==> config.mk <==
export PLATFORM = sky130hd
export DESIGN_NAME = led_command_line_parser
export DESIGN_NICKNAME = d
export VERILOG_FILES = /design/src/sv/lcp_pkg.sv /design/src/sv/lcp_parser.sv /design/src/sv/lcp_leds.sv /design/src/sv/led_command_line_parser.sv
export SDC_FILE = /design/constraint.sdc
export NUM_CORES = 1
export LEC_CHECK = 0
export ABC_AREA = 1
export BUFFER_PORTS_ARGS = -buffer_cell sky130_fd_sc_hd__buf_2
export CAP_MARGIN = 20
export CORE_UTILIZATION = 48
export DETAILED_ROUTE_END_ITERATION = 8
export GPL_ROUTABILITY_DRIVEN = 0
export GPL_TIMING_DRIVEN = 0
export PLACE_DENSITY = 0.66
export RECOVER_POWER = 50
export SLEW_MARGIN = 20
export SYNTH_ARGS = -nofsm -noshare
export SYNTH_HDL_FRONTEND = slang
export SYNTH_SLANG_ARGS = --single-unit
==> constraint.sdc <==
create_clock -name clk -period 8.12 [get_ports clk]
set_input_delay 1.624 -clock clk [delete_from_list [all_inputs] [get_ports clk]]
set_output_delay 1.624 -clock clk [all_outputs]
set_load 0.05 [all_outputs]
==> src/sv/lcp_pkg.sv <==
`timescale 1ns / 1ps
// ----------------------------------------------------------------------------
// lcp_pkg: shared types and constants of the LED command line parser
// Response codes, register indexes, line limits and the command prefix.
// ----------------------------------------------------------------------------
package lcp_pkg;

	localparam int LINE_MAX = 256;
	localparam int POS_W = $clog2(LINE_MAX);
	localparam int DUR_W = 16;
	localparam int TICK_W = 17;
	localparam int LINES = 4;
	localparam int LINE_W = 2;
	localparam int CFG_IDX_W = 1;

	localparam logic [POS_W-1:0] POS_LED = POS_W'(8);
	localparam logic [POS_W-1:0] POS_COMMA = POS_W'(9);
	localparam logic [POS_W-1:0] POS_MIN_OK = POS_W'(11);
	localparam logic [POS_W-1:0] POS_LAST = POS_W'(LINE_MAX - 1);

	localparam logic [7:0] CH_CR = 8'h0D;
	localparam logic [7:0] CH_COMMA = 8'h2C;
	localparam logic [7:0] CH_0 = 8'h30;
	localparam logic [7:0] CH_1 = 8'h31;
	localparam logic [7:0] CH_9 = 8'h39;

	localparam logic [TICK_W-1:0] TICKS_MAX = TICK_W'(65536);

	localparam logic KIND_CHAR = 1'b0;
	localparam logic KIND_TICK = 1'b1;

	typedef enum logic [1:0] {
		RESP_OK  = 2'd0,
		RESP_ERR = 2'd1,
		RESP_OFF = 2'd2
	} resp_t;

	localparam logic [CFG_IDX_W-1:0] REG_LED0 = CFG_IDX_W'(0);
	localparam logic [CFG_IDX_W-1:0] REG_LED1 = CFG_IDX_W'(1);

	// Parse result of the current character against the held line
	typedef struct packed {
		logic             eol;
		logic             overlong;
		logic             ok;
		logic             led_num;
		logic [DUR_W-1:0] dur;
	} lcp_line_t;

	// Request from the item stage to the LED timer
	typedef struct packed {
		logic             step;
		logic             tick;
		logic             arm;
		logic             led_num;
		logic [DUR_W-1:0] dur;
	} lcp_ctl_t;

	// Expiry status from the LED timer
	typedef struct packed {
		logic              expire;
		logic [LINE_W-1:0] id;
		logic [LINES-1:0]  levels;
	} lcp_led_t;

	function automatic logic [7:0] prefix_char(input logic [2:0] idx);
		logic [7:0] c;
		case (idx)
			3'd0: c = 8'h73; // s
			3'd1: c = 8'h65; // e
			3'd2: c = 8'h74; // t
			3'd3: c = 8'h2D; // -
			3'd4: c = 8'h6C; // l
			3'd5: c = 8'h65; // e
			3'd6: c = 8'h64; // d
			3'd7: c = 8'h20; // space
			default: c = 8'h00;
		endcase
		return c;
	endfunction

endpackage

==> src/sv/lcp_parser.sv <==
`timescale 1ns / 1ps
// ----------------------------------------------------------------------------
// lcp_parser: line parser
// Tracks the received line and matches it against "set-led D,MS".
// ----------------------------------------------------------------------------
module lcp_parser (
	input  logic               clk,
	input  logic               arst_n,
	input  logic               step,
	input  logic [7:0]         rx_byte,
	output lcp_pkg::lcp_line_t line
);

	logic [lcp_pkg::POS_W-1:0] pos_q;
	logic                      bad_q;
	logic                      led_num_q;
	logic [lcp_pkg::DUR_W-1:0] dur_q;
	logic                      ended_q;

	logic                      is_digit;
	logic                      take_bad;
	logic                      take_led;
	logic                      take_dur;
	logic                      take_end;
	logic [lcp_pkg::DUR_W-1:0] dur_next;
	logic [lcp_pkg::DUR_W+3:0] dur_mul;

	assign is_digit = (rx_byte >= lcp_pkg::CH_0) && (rx_byte <= lcp_pkg::CH_9);
	assign dur_mul = ({4'd0, dur_q} << 3) + ({4'd0, dur_q} << 1)
		+ (lcp_pkg::DUR_W + 4)'(rx_byte - lcp_pkg::CH_0);
	assign dur_next = dur_mul[lcp_pkg::DUR_W-1:0];

	always_comb begin
		take_bad = 1'b0;
		take_led = 1'b0;
		take_dur = 1'b0;
		take_end = 1'b0;
		if (!bad_q) begin
			if (pos_q < lcp_pkg::POS_LED) begin
				take_bad = rx_byte != lcp_pkg::prefix_char(pos_q[2:0]);
			end else if (pos_q == lcp_pkg::POS_LED) begin
				take_led = (rx_byte == lcp_pkg::CH_0) || (rx_byte == lcp_pkg::CH_1);
				take_bad = !take_led;
			end else if (pos_q == lcp_pkg::POS_COMMA) begin
				take_bad = rx_byte != lcp_pkg::CH_COMMA;
			end else if (is_digit && !ended_q) begin
				take_dur = 1'b1;
			end else begin
				take_end = 1'b1;
				take_bad = 1'b1;
			end
		end
	end

	always_comb begin
		line.eol = rx_byte == lcp_pkg::CH_CR;
		line.overlong = !line.eol && (pos_q >= lcp_pkg::POS_LAST);
		line.ok = !bad_q && !ended_q && (pos_q >= lcp_pkg::POS_MIN_OK);
		line.led_num = led_num_q;
		line.dur = dur_q;
	end

	always_ff @(posedge clk or negedge arst_n) begin
		if (!arst_n) begin
			pos_q <= '0;
			bad_q <= 1'b0;
			led_num_q <= 1'b0;
			dur_q <= '0;
			ended_q <= 1'b0;
		end else if (step) begin
			if (line.eol || line.overlong) begin
				pos_q <= '0;
				bad_q <= 1'b0;
				led_num_q <= 1'b0;
				dur_q <= '0;
				ended_q <= 1'b0;
			end else begin
				pos_q <= pos_q + 1'b1;
				if (take_bad) bad_q <= 1'b1;
				if (take_led) led_num_q <= rx_byte[0];
				if (take_dur) dur_q <= dur_next;
				if (take_end) ended_q <= 1'b1;
			end
		end
	end

endmodule

==> src/sv/lcp_leds.sv <==
`timescale 1ns / 1ps
// ----------------------------------------------------------------------------
// lcp_leds: LED line driver and countdown
// Raises the mapped line on a valid command, dropping the line raised before, and drops it when the timer ends.
// ----------------------------------------------------------------------------
module lcp_leds (
	input  logic                       clk,
	input  logic                       arst_n,
	input  lcp_pkg::lcp_ctl_t          ctl,
	input  logic [lcp_pkg::LINE_W-1:0] led0_line,
	input  logic [lcp_pkg::LINE_W-1:0] led1_line,
	output lcp_pkg::lcp_led_t          led
);

	logic [lcp_pkg::LINE_W:0]   active_q;
	logic [lcp_pkg::TICK_W-1:0] ticks_q;
	logic                       armed_q;
	logic [lcp_pkg::LINES-1:0]  levels_q;

	logic [lcp_pkg::LINES-1:0]  drop_mask;
	logic [lcp_pkg::LINE_W-1:0] target;
	logic [lcp_pkg::DUR_W+6:0]  scaled;
	logic [lcp_pkg::DUR_W+3:0]  ticks_raw;
	logic [lcp_pkg::TICK_W-1:0] ticks_arm;
	logic [lcp_pkg::LINES-1:0]  levels_next;

	assign drop_mask = active_q[lcp_pkg::LINE_W] ? '0
		: (lcp_pkg::LINES)'(1) << active_q[lcp_pkg::LINE_W-1:0];
	assign target = ctl.led_num ? led1_line : led0_line;

	// ms * 125 / 8 rounded up
	assign scaled = ({7'd0, ctl.dur} << 7) - ({7'd0, ctl.dur} << 2) + {7'd0, ctl.dur}
		+ (lcp_pkg::DUR_W + 7)'(7);
	assign ticks_raw = scaled[lcp_pkg::DUR_W+6:3];

	always_comb begin
		if (ticks_raw == '0) begin
			ticks_arm = lcp_pkg::TICK_W'(1);
		end else if (ticks_raw > (lcp_pkg::DUR_W + 4)'(lcp_pkg::TICKS_MAX)) begin
			ticks_arm = lcp_pkg::TICKS_MAX;
		end else begin
			ticks_arm = ticks_raw[lcp_pkg::TICK_W-1:0];
		end
	end

	always_comb begin
		led.expire = ctl.tick && armed_q && (ticks_q == lcp_pkg::TICK_W'(1));
		led.id = active_q[lcp_pkg::LINE_W-1:0];
		levels_next = levels_q;
		if (led.expire) begin
			levels_next = levels_q & ~drop_mask;
		end else if (!ctl.tick && ctl.arm) begin
			levels_next = (levels_q & ~drop_mask) | ((lcp_pkg::LINES)'(1) << target);
		end
		led.levels = levels_next;
	end

	always_ff @(posedge clk or negedge arst_n) begin
		if (!arst_n) begin
			active_q <= '0;
			ticks_q <= '0;
			armed_q <= 1'b0;
			levels_q <= '0;
		end else if (ctl.step) begin
			levels_q <= levels_next;
			if (ctl.tick) begin
				if (armed_q) begin
					ticks_q <= ticks_q - 1'b1;
					if (led.expire) begin
						armed_q <= 1'b0;
						active_q <= {1'b1, {lcp_pkg::LINE_W{1'b0}}};
					end
				end
			end else if (ctl.arm) begin
				active_q <= {1'b0, target};
				ticks_q <= ticks_arm;
				armed_q <= 1'b1;
			end
		end
	end

endmodule

==> src/sv/led_command_line_parser.sv <==
`timescale 1ns / 1ps
// ----------------------------------------------------------------------------
// led_command_line_parser: LED command line parser
// Parses "set-led D,MS" lines and drives four timed LED lines.
// ----------------------------------------------------------------------------
// Input beats carry a received character in s_tdata with s_tuser low, or one
// 64 us timer tick with s_tuser high. A CR-terminated line answers OK or
// ERROR on the m_ side, an overlong line ERROR; an expiring countdown
// answers led-off with the line index. Every result carries the current
// levels of the four output lines. Characters inside a line and ticks that
// do not expire give no result. A beat is registered on entry, then decoded
// against the line and timer state into the result register. One beat is
// taken every cycle unless a result stalls. When the receiver stalls, the
// result holds in the output register and beats that give no result keep
// flowing; a beat that gives a result waits in the input register, and
// further input waits until the held result drains.
// Register writes on the cfg_ channel are taken every cycle and map LED 0 and
// LED 1 to output lines; write them only while the block is idle.
// Reset clears the line, stops the countdown, sets all lines low with line 0
// active, and restores the mapping to lines 0 and 1.
// ----------------------------------------------------------------------------
module led_command_line_parser (
	input  logic                          clk,
	input  logic                          arst_n,
	input  logic                          s_tvalid,
	output logic                          s_tready,
	input  logic [7:0]                    s_tdata,   // rx_byte[7:0]
	input  logic                          s_tuser,   // cmd
	output logic                          m_tvalid,
	input  logic                          m_tready,
	output logic [7:0]                    m_tdata,   // resp[1:0], line_id[3:2], led_lines[7:4]
	input  logic                          cfg_valid,
	output logic                          cfg_ready,
	input  logic [lcp_pkg::CFG_IDX_W-1:0] cfg_index,
	input  logic [lcp_pkg::LINE_W-1:0]    cfg_data
);

	logic                       vld_s1;
	logic                       cmd_s1;
	logic [7:0]                 byte_s1;
	logic                       out_vld_q;
	logic [7:0]                 out_data_q;
	logic [lcp_pkg::LINE_W-1:0] led0_q;
	logic [lcp_pkg::LINE_W-1:0] led1_q;

	lcp_pkg::lcp_line_t line;
	lcp_pkg::lcp_ctl_t  ctl;
	lcp_pkg::lcp_led_t  led;
	lcp_pkg::resp_t     resp;
	logic                       is_tick;
	logic                       has_res;
	logic                       go;
	logic [lcp_pkg::LINE_W-1:0] res_id;

	assign is_tick = cmd_s1 == lcp_pkg::KIND_TICK;
	assign has_res = is_tick ? led.expire : (line.eol || line.overlong);
	assign go = vld_s1 && (!has_res || !out_vld_q || m_tready);
	assign s_tready = !vld_s1 || go;
	assign cfg_ready = 1'b1;
	assign m_tvalid = out_vld_q;
	assign m_tdata = out_data_q;

	always_comb begin
		ctl.step = go;
		ctl.tick = is_tick;
		ctl.arm = line.eol && line.ok;
		ctl.led_num = line.led_num;
		ctl.dur = line.dur;
	end

	always_comb begin
		res_id = '0;
		if (is_tick) begin
			resp = lcp_pkg::RESP_OFF;
			res_id = led.id;
		end else if (line.eol && line.ok) begin
			resp = lcp_pkg::RESP_OK;
		end else begin
			resp = lcp_pkg::RESP_ERR;
		end
	end

	lcp_parser u_parser (
		.clk     (clk),
		.arst_n  (arst_n),
		.step    (go && !is_tick),
		.rx_byte (byte_s1),
		.line    (line)
	);

	lcp_leds u_leds (
		.clk       (clk),
		.arst_n    (arst_n),
		.ctl       (ctl),
		.led0_line (led0_q),
		.led1_line (led1_q),
		.led       (led)
	);

	always_ff @(posedge clk or negedge arst_n) begin
		if (!arst_n) begin
			led0_q <= lcp_pkg::LINE_W'(0);
			led1_q <= lcp_pkg::LINE_W'(1);
		end else if (cfg_valid) begin
			case (cfg_index)
				lcp_pkg::REG_LED0: led0_q <= cfg_data;
				lcp_pkg::REG_LED1: led1_q <= cfg_data;
				default: ;
			endcase
		end
	end

	always_ff @(posedge clk or negedge arst_n) begin
		if (!arst_n) begin
			vld_s1 <= 1'b0;
		end else if (s_tready) begin
			vld_s1 <= s_tvalid;
		end
	end

	always_ff @(posedge clk) begin
		if (s_tready && s_tvalid) begin
			cmd_s1 <= s_tuser;
			byte_s1 <= s_tdata;
		end
	end

	always_ff @(posedge clk or negedge arst_n) begin
		if (!arst_n) begin
			out_vld_q <= 1'b0;
		end else if (go && has_res) begin
			out_vld_q <= 1'b1;
		end else if (m_tready) begin
			out_vld_q <= 1'b0;
		end
	end

	always_ff @(posedge clk) begin
		if (go && has_res) begin
			out_data_q <= {led.levels, res_id, resp};
		end
	end

endmodule
# ---- After elaboration in Yosys (flattened, before gate mapping)
# Memories as Yosys holds them, arrays and structs flattened.
# Index checks and enable logic that the tools add are counted.
dict set report word_totals {
  memories 1
  rom_bits 48
  register_bits 75
  word_cells 140
  output_inout_bits 11
  inputBits 17
}
dict set report op_classes {
  muxes 49
  n_shift 2
  n_bitwise 4
  reduce_logical 42
  n_eq_ne 10
  addsub 8
  magnitude_cmp 6
}
# memory words word_bits read_ports rd_ports_with_merged_regs write_ports line_no
set mem_list {}
lappend mem_list {{(name not given)} 8 6 1 0 0 lcp_pkg.sv:68} ;# case (idx)
# op n
set op_table {}
lappend op_table {{2-to-1 mux 17 bit} 5}
lappend op_table {{adder 16 bit} 2}
lappend op_table {{2-to-1 mux 16 bit} 2}
lappend op_table {{2-to-1 mux 1 bit} 31}
lappend op_table {{equality test 8 x 4 -> 1 bit (second input constant)} 3}
lappend op_table {{2-to-1 mux 8 bit} 3}
lappend op_table {{adder 23 x 16 -> 23 bit} 1}
lappend op_table {{adder 23 x 3 -> 23 bit (second input constant)} 1}
lappend op_table {{subtractor 23 x 18 -> 23 bit} 1}
lappend op_table {{> comparator 20 x 17 -> 1 bit (second input constant)} 1}
lappend op_table {{logical NOT 20 bit} 1}
lappend op_table {{equality test 17 x 1 -> 1 bit (second input constant)} 1}
lappend op_table {{subtractor 17 x 1 -> 17 bit (second input constant)} 1}
lappend op_table {{equality test 8 x 6 -> 1 bit (second input constant)} 2}
lappend op_table {{AND reduction 2 bit} 7}
lappend op_table {{logical AND 1 bit} 13}
lappend op_table {{2-to-1 mux 3 bit} 4}
lappend op_table {{2-to-1 mux 4 bit} 3}
lappend op_table {{nonzero test 2 bit} 6}
lappend op_table {{subtractor 8 x 6 -> 9 bit (second input constant)} 1}
lappend op_table {{adder 8 x 1 -> 8 bit (second input constant)} 1}
lappend op_table {{greater-or-equal comparator 8 x 4 -> 1 bit (second input constant)} 1}
lappend op_table {{greater-or-equal comparator 8 x 6 -> 1 bit (second input constant)} 1}
lappend op_table {{greater-or-equal comparator 8 bit (second input constant)} 1}
lappend op_table {{15 further kinds} 28}

# ---- Longest topological paths before layout
dict set report depth {
  ltp_word 11
  depth_mapped 23
  ltp_nobuf 23
}

# ---- Cells and area by module
# From an unflattened synthesis, not the netlist that was laid out.
dict set report hier_totals {
  hier_cells 1008
  area_unflattened_um2 7200.7
}
# module seq_area_each_um2 n_inst area_per_inst_um2 cells_per_inst
set by_module_without_submodules {}
lappend by_module_without_submodules {lcp_leds 625.6 1 3628.5 571}
lappend by_module_without_submodules {lcp_parser 675.6 1 2728.9 372}
lappend by_module_without_submodules {led_command_line_parser 661.9 1 843.3 65}

# ---- Worst setup path after synthesis
# OpenSTA, ideal clock, no wires.
dict set report synth_timing {
  path_kind {input to output}
  startpoint {in m_tready}
  endpoint {out s_tready}
  stages 2
  required_ps 6496
  slack_ps 4282
  arrival_time_ps 2214
  cell_sequence {nor2_1 nand3_1}
}
dict set report synth_via {
  elab_chain_len 3
}
# item line_no
set synth_rtl {}
lappend synth_rtl {{start: declaration} led_command_line_parser.sv:30} ;# input logic m_tready,
lappend synth_rtl {{logical OR 1 bit} led_command_line_parser.sv:57} ;# assign go = vld_s1 && (!has_res || !out_vld_q || m_tready);
lappend synth_rtl {{logical AND 1 bit} led_command_line_parser.sv:57}
lappend synth_rtl {{logical OR 1 bit} led_command_line_parser.sv:58} ;# assign s_tready = !vld_s1 || go;
lappend synth_rtl {{end: declaration} led_command_line_parser.sv:26} ;# output logic s_tready,
# No other way between the ends.

==> reports/summary.txt <==
GRT Resource Usage Total: 0.230
Worst-Margin Slew: 3230 ps
Setup TNS: 0 ps
Length in cells of the worst reg-to-reg path: 15
Critical Path, Cell by Cell: clkbuf_1
Int Power: 927 uW
Via count: 6158
Max transition margin: -1.16
Initial Util: 0.499
Clk_lat worst skew: 350 ps
Area occupied by multi-input gates: 4250 sq um
Reg2reg start: byte_s1[4]
Flop pwr share: 0.301
CP max FO: 58
First-pass GRT wire length: 26800 um
CTS max path bufs: 2
Number of global-route vias before repair: 5885
Die area: 15100 sq um
Htree depth: 3
Buffers added on ports: 26
Drt drc: 0
Most frequent cell after synthesis: nand2_1
Largest net degree at the start of global routing: 59
WP buf/inv: 1
Unrepaired setup endpoints after global routing: no
Die Height: 123 um
CP Class: in2async
Top FF cell, synth: dfrtp_1
Layout fillers: 1412
Final Power: 1.60 mW
Sw power: 668 uW
Worst R2R End: u_parser.dur_q[11]
Type of origin of the critical path: primary input
Die X-Extent: 123 um
Max Clock Skew: 8.88 ps
Total clock sinks: 75
Layout Cells excl Fill: 1225
Fraction of layout cells with a size suffix above 1: 0.0727
Failing checks: max-capacitance violations, max-slew violations
Initial antenna violation count: 0
FF/Latch Area: 1960 sq um
Crit. End Element: async pin
# rows: 43
Fin crit share: 0.514
Delay-heaviest family, CP: buffers and inverters
Post-CTS sizing: 0
Cell count after synthesis: 1003
Fmax: 239 MHz
Static Leakage: 4.09 nW
Clk pwr share: 0.255
Number of flops mapped to enable cells by yosys: 17
Final Net Count: 1133
Minimum clock period: 4180 ps
Syn_area_per_cell: 6.99 sq um
Critical Path RT: 7850 ps
DRT iter0 DRCs: 301
Logic pwr share: 0.444
# diodes: 0
PwrDens: 208 nW/um^2
Syn nets: 1096
Hold path start: cmd_s1
WHS Path Cells: 0
Sequential fraction of the synthesis area: 0.280
Peak per-stage delay on the critical path: 2240 ps
Final core occ: 0.546
Yosys top cell by area: dfrtp_1
Core box area: 14000 sq um
Final Routed Wirelength: 15500 um
Cts hold-fix bufs: 0
Status: finished, violations left
Sw Ratio: 0.419
Worst min path class: reg2reg
First-pass detailed-route iteration total: 5
Post-CTS Setup Inserts: 0
Max Cap Viol: 1
CTS tree: yes
Netlist cell types: 54
CP max stage cell: clkbuf_1
Critical path arrival: 3910 ps
Max IR drop VDD: 0.114 mV
Post-Syn Area: 7010 sq um
R2R Setup Slk: 4590 ps
Hold_ws: 476 ps
CTS root buffer: clkbuf_16
DR vias/cell: 5.03
Ys Warns: 0
GRT overflow: 0
ANT nets after route: 0
DP Wirelength: 12600 um
Synth top area cells: dfrtp_1, nand2_1, inv_1
TritonCTS Buffers: 9
Synth top area share: 0.203
Max Slew Vio Count: 59
Wire per inst: 12.7 um
Number of synthesized register bits: 75
Io pins: 28
Most common library cells after synthesis: nand2_1, inv_1, nor2_1, dfrtp_1, ha_1
Clock slew at reported path FFs: 60 ps
WHS Endpoint: m_tdata[1]
Inst Count DP: 1209
Final hold violation count: 0
Area grow syn2layout: 9.31%
Final Setup Violations: 0
Ys async rst share: 0.773
worst max-delay path by stage:
stage / endpoint / from / slack, ps / depth (start not counted)
after floorplan: s_tready / m_tready / 4280 / 2
after global placement: s_tready / m_tready / 4080 / 4
after detailed placement: s_tready / m_tready / 4080 / 4
after CTS: s_tready / m_tready / 4070 / 4
after global routing: u_parser.dur_q[8] / arst_n / 3180 / 1
final: u_parser.dur_q[5] / arst_n / 3940 / 1
area by class of cell:
| cell class | count | share of cell area |
|---|---|---|
| timing repair buffer | 26 | 0.0166 |
| clock buffer | 9 | 0.0294 |
| buffer | 12 | 0.00996 |
| clock inverter | 7 | 0.00996 |
| sequential | 75 | 0.256 |
| tap | 180 | 0.0294 |
| inverter | 193 | 0.0948 |
| multi-input combinational | 723 | 0.554 |
metal layers:
metal	vias to the layer above	global-route usage	part of all wire	wire, um
met4	0	0.0747	0.016	243
li1	3269	-	-	-
met2	89	0.392	0.46	7220
met1	2784	0.297	0.49	7620
met3	16	0.0358	0.029	447
met5	-	0	0	0
power groups by stage:
stage / combinational, mW / clock (mW) / sequential [mW]
after floorplan: 0.557 / 0 / 0.482
after global placement: 0.697 / 0 / 0.486
after detailed placement: 0.706 / 0 / 0.486
after CTS: 0.710 / 0.415 / 0.480
after global routing: 0.828 / 0.431 / 0.488
final: 0.708 / 0.407 / 0.480
registers in the layout (all words and copies together), names as in the netlist:
name                count
byte_s1                 8
cmd_s1                  1
led0_q                  2
led1_q                  2
m_tdata                 8
m_tvalid                1
u_leds.active_q         3
u_leds.armed_q          1
u_leds.levels_q         4
u_leds.ticks_q         17
u_parser.bad_q          1
u_parser.dur_q         16
u_parser.ended_q        1
u_parser.led_num_q      1
u_parser.pos_q          8
vld_s1                  1
kinds of logic (layout without fill, tap and decap cells):
group	count (synthesis)	after routing	share of synthesized area
compound gates	150	150	0.124
xor+xnor	25	25	0.0312
fa+ha+maj	76	76	0.159
buf+inv	205	247	0.115
flops	75	75	0.280
mux	1	1	0.00143
other cells	1	1	0.000535
simple gates	470	470	0.289
placed cells by master, fill, tap and decap left out, types with 17 or more instances in the layout:
master	instances
a21oi_1	53
buf_2	25
dfrtp_1	57
edfxtp_1	17
fa_1	22
ha_1	54
inv_1	188
nand2_1	260
nand3_1	46
nand4_1	22
nor2_1	96
o21ai_0	45
xor2_1	19
metrics by stage:
step / instance area (sq um) / worst slack, ps
floorplan: 7010 / 4280
global placement: 7370 / 4080
detailed placement: 7370 / 4080
CTS: 7670 / 4070
global route: 7670 / 3180
finish: 7670 / 3940
Note: power is estimated with default switching activity, not from simulation.
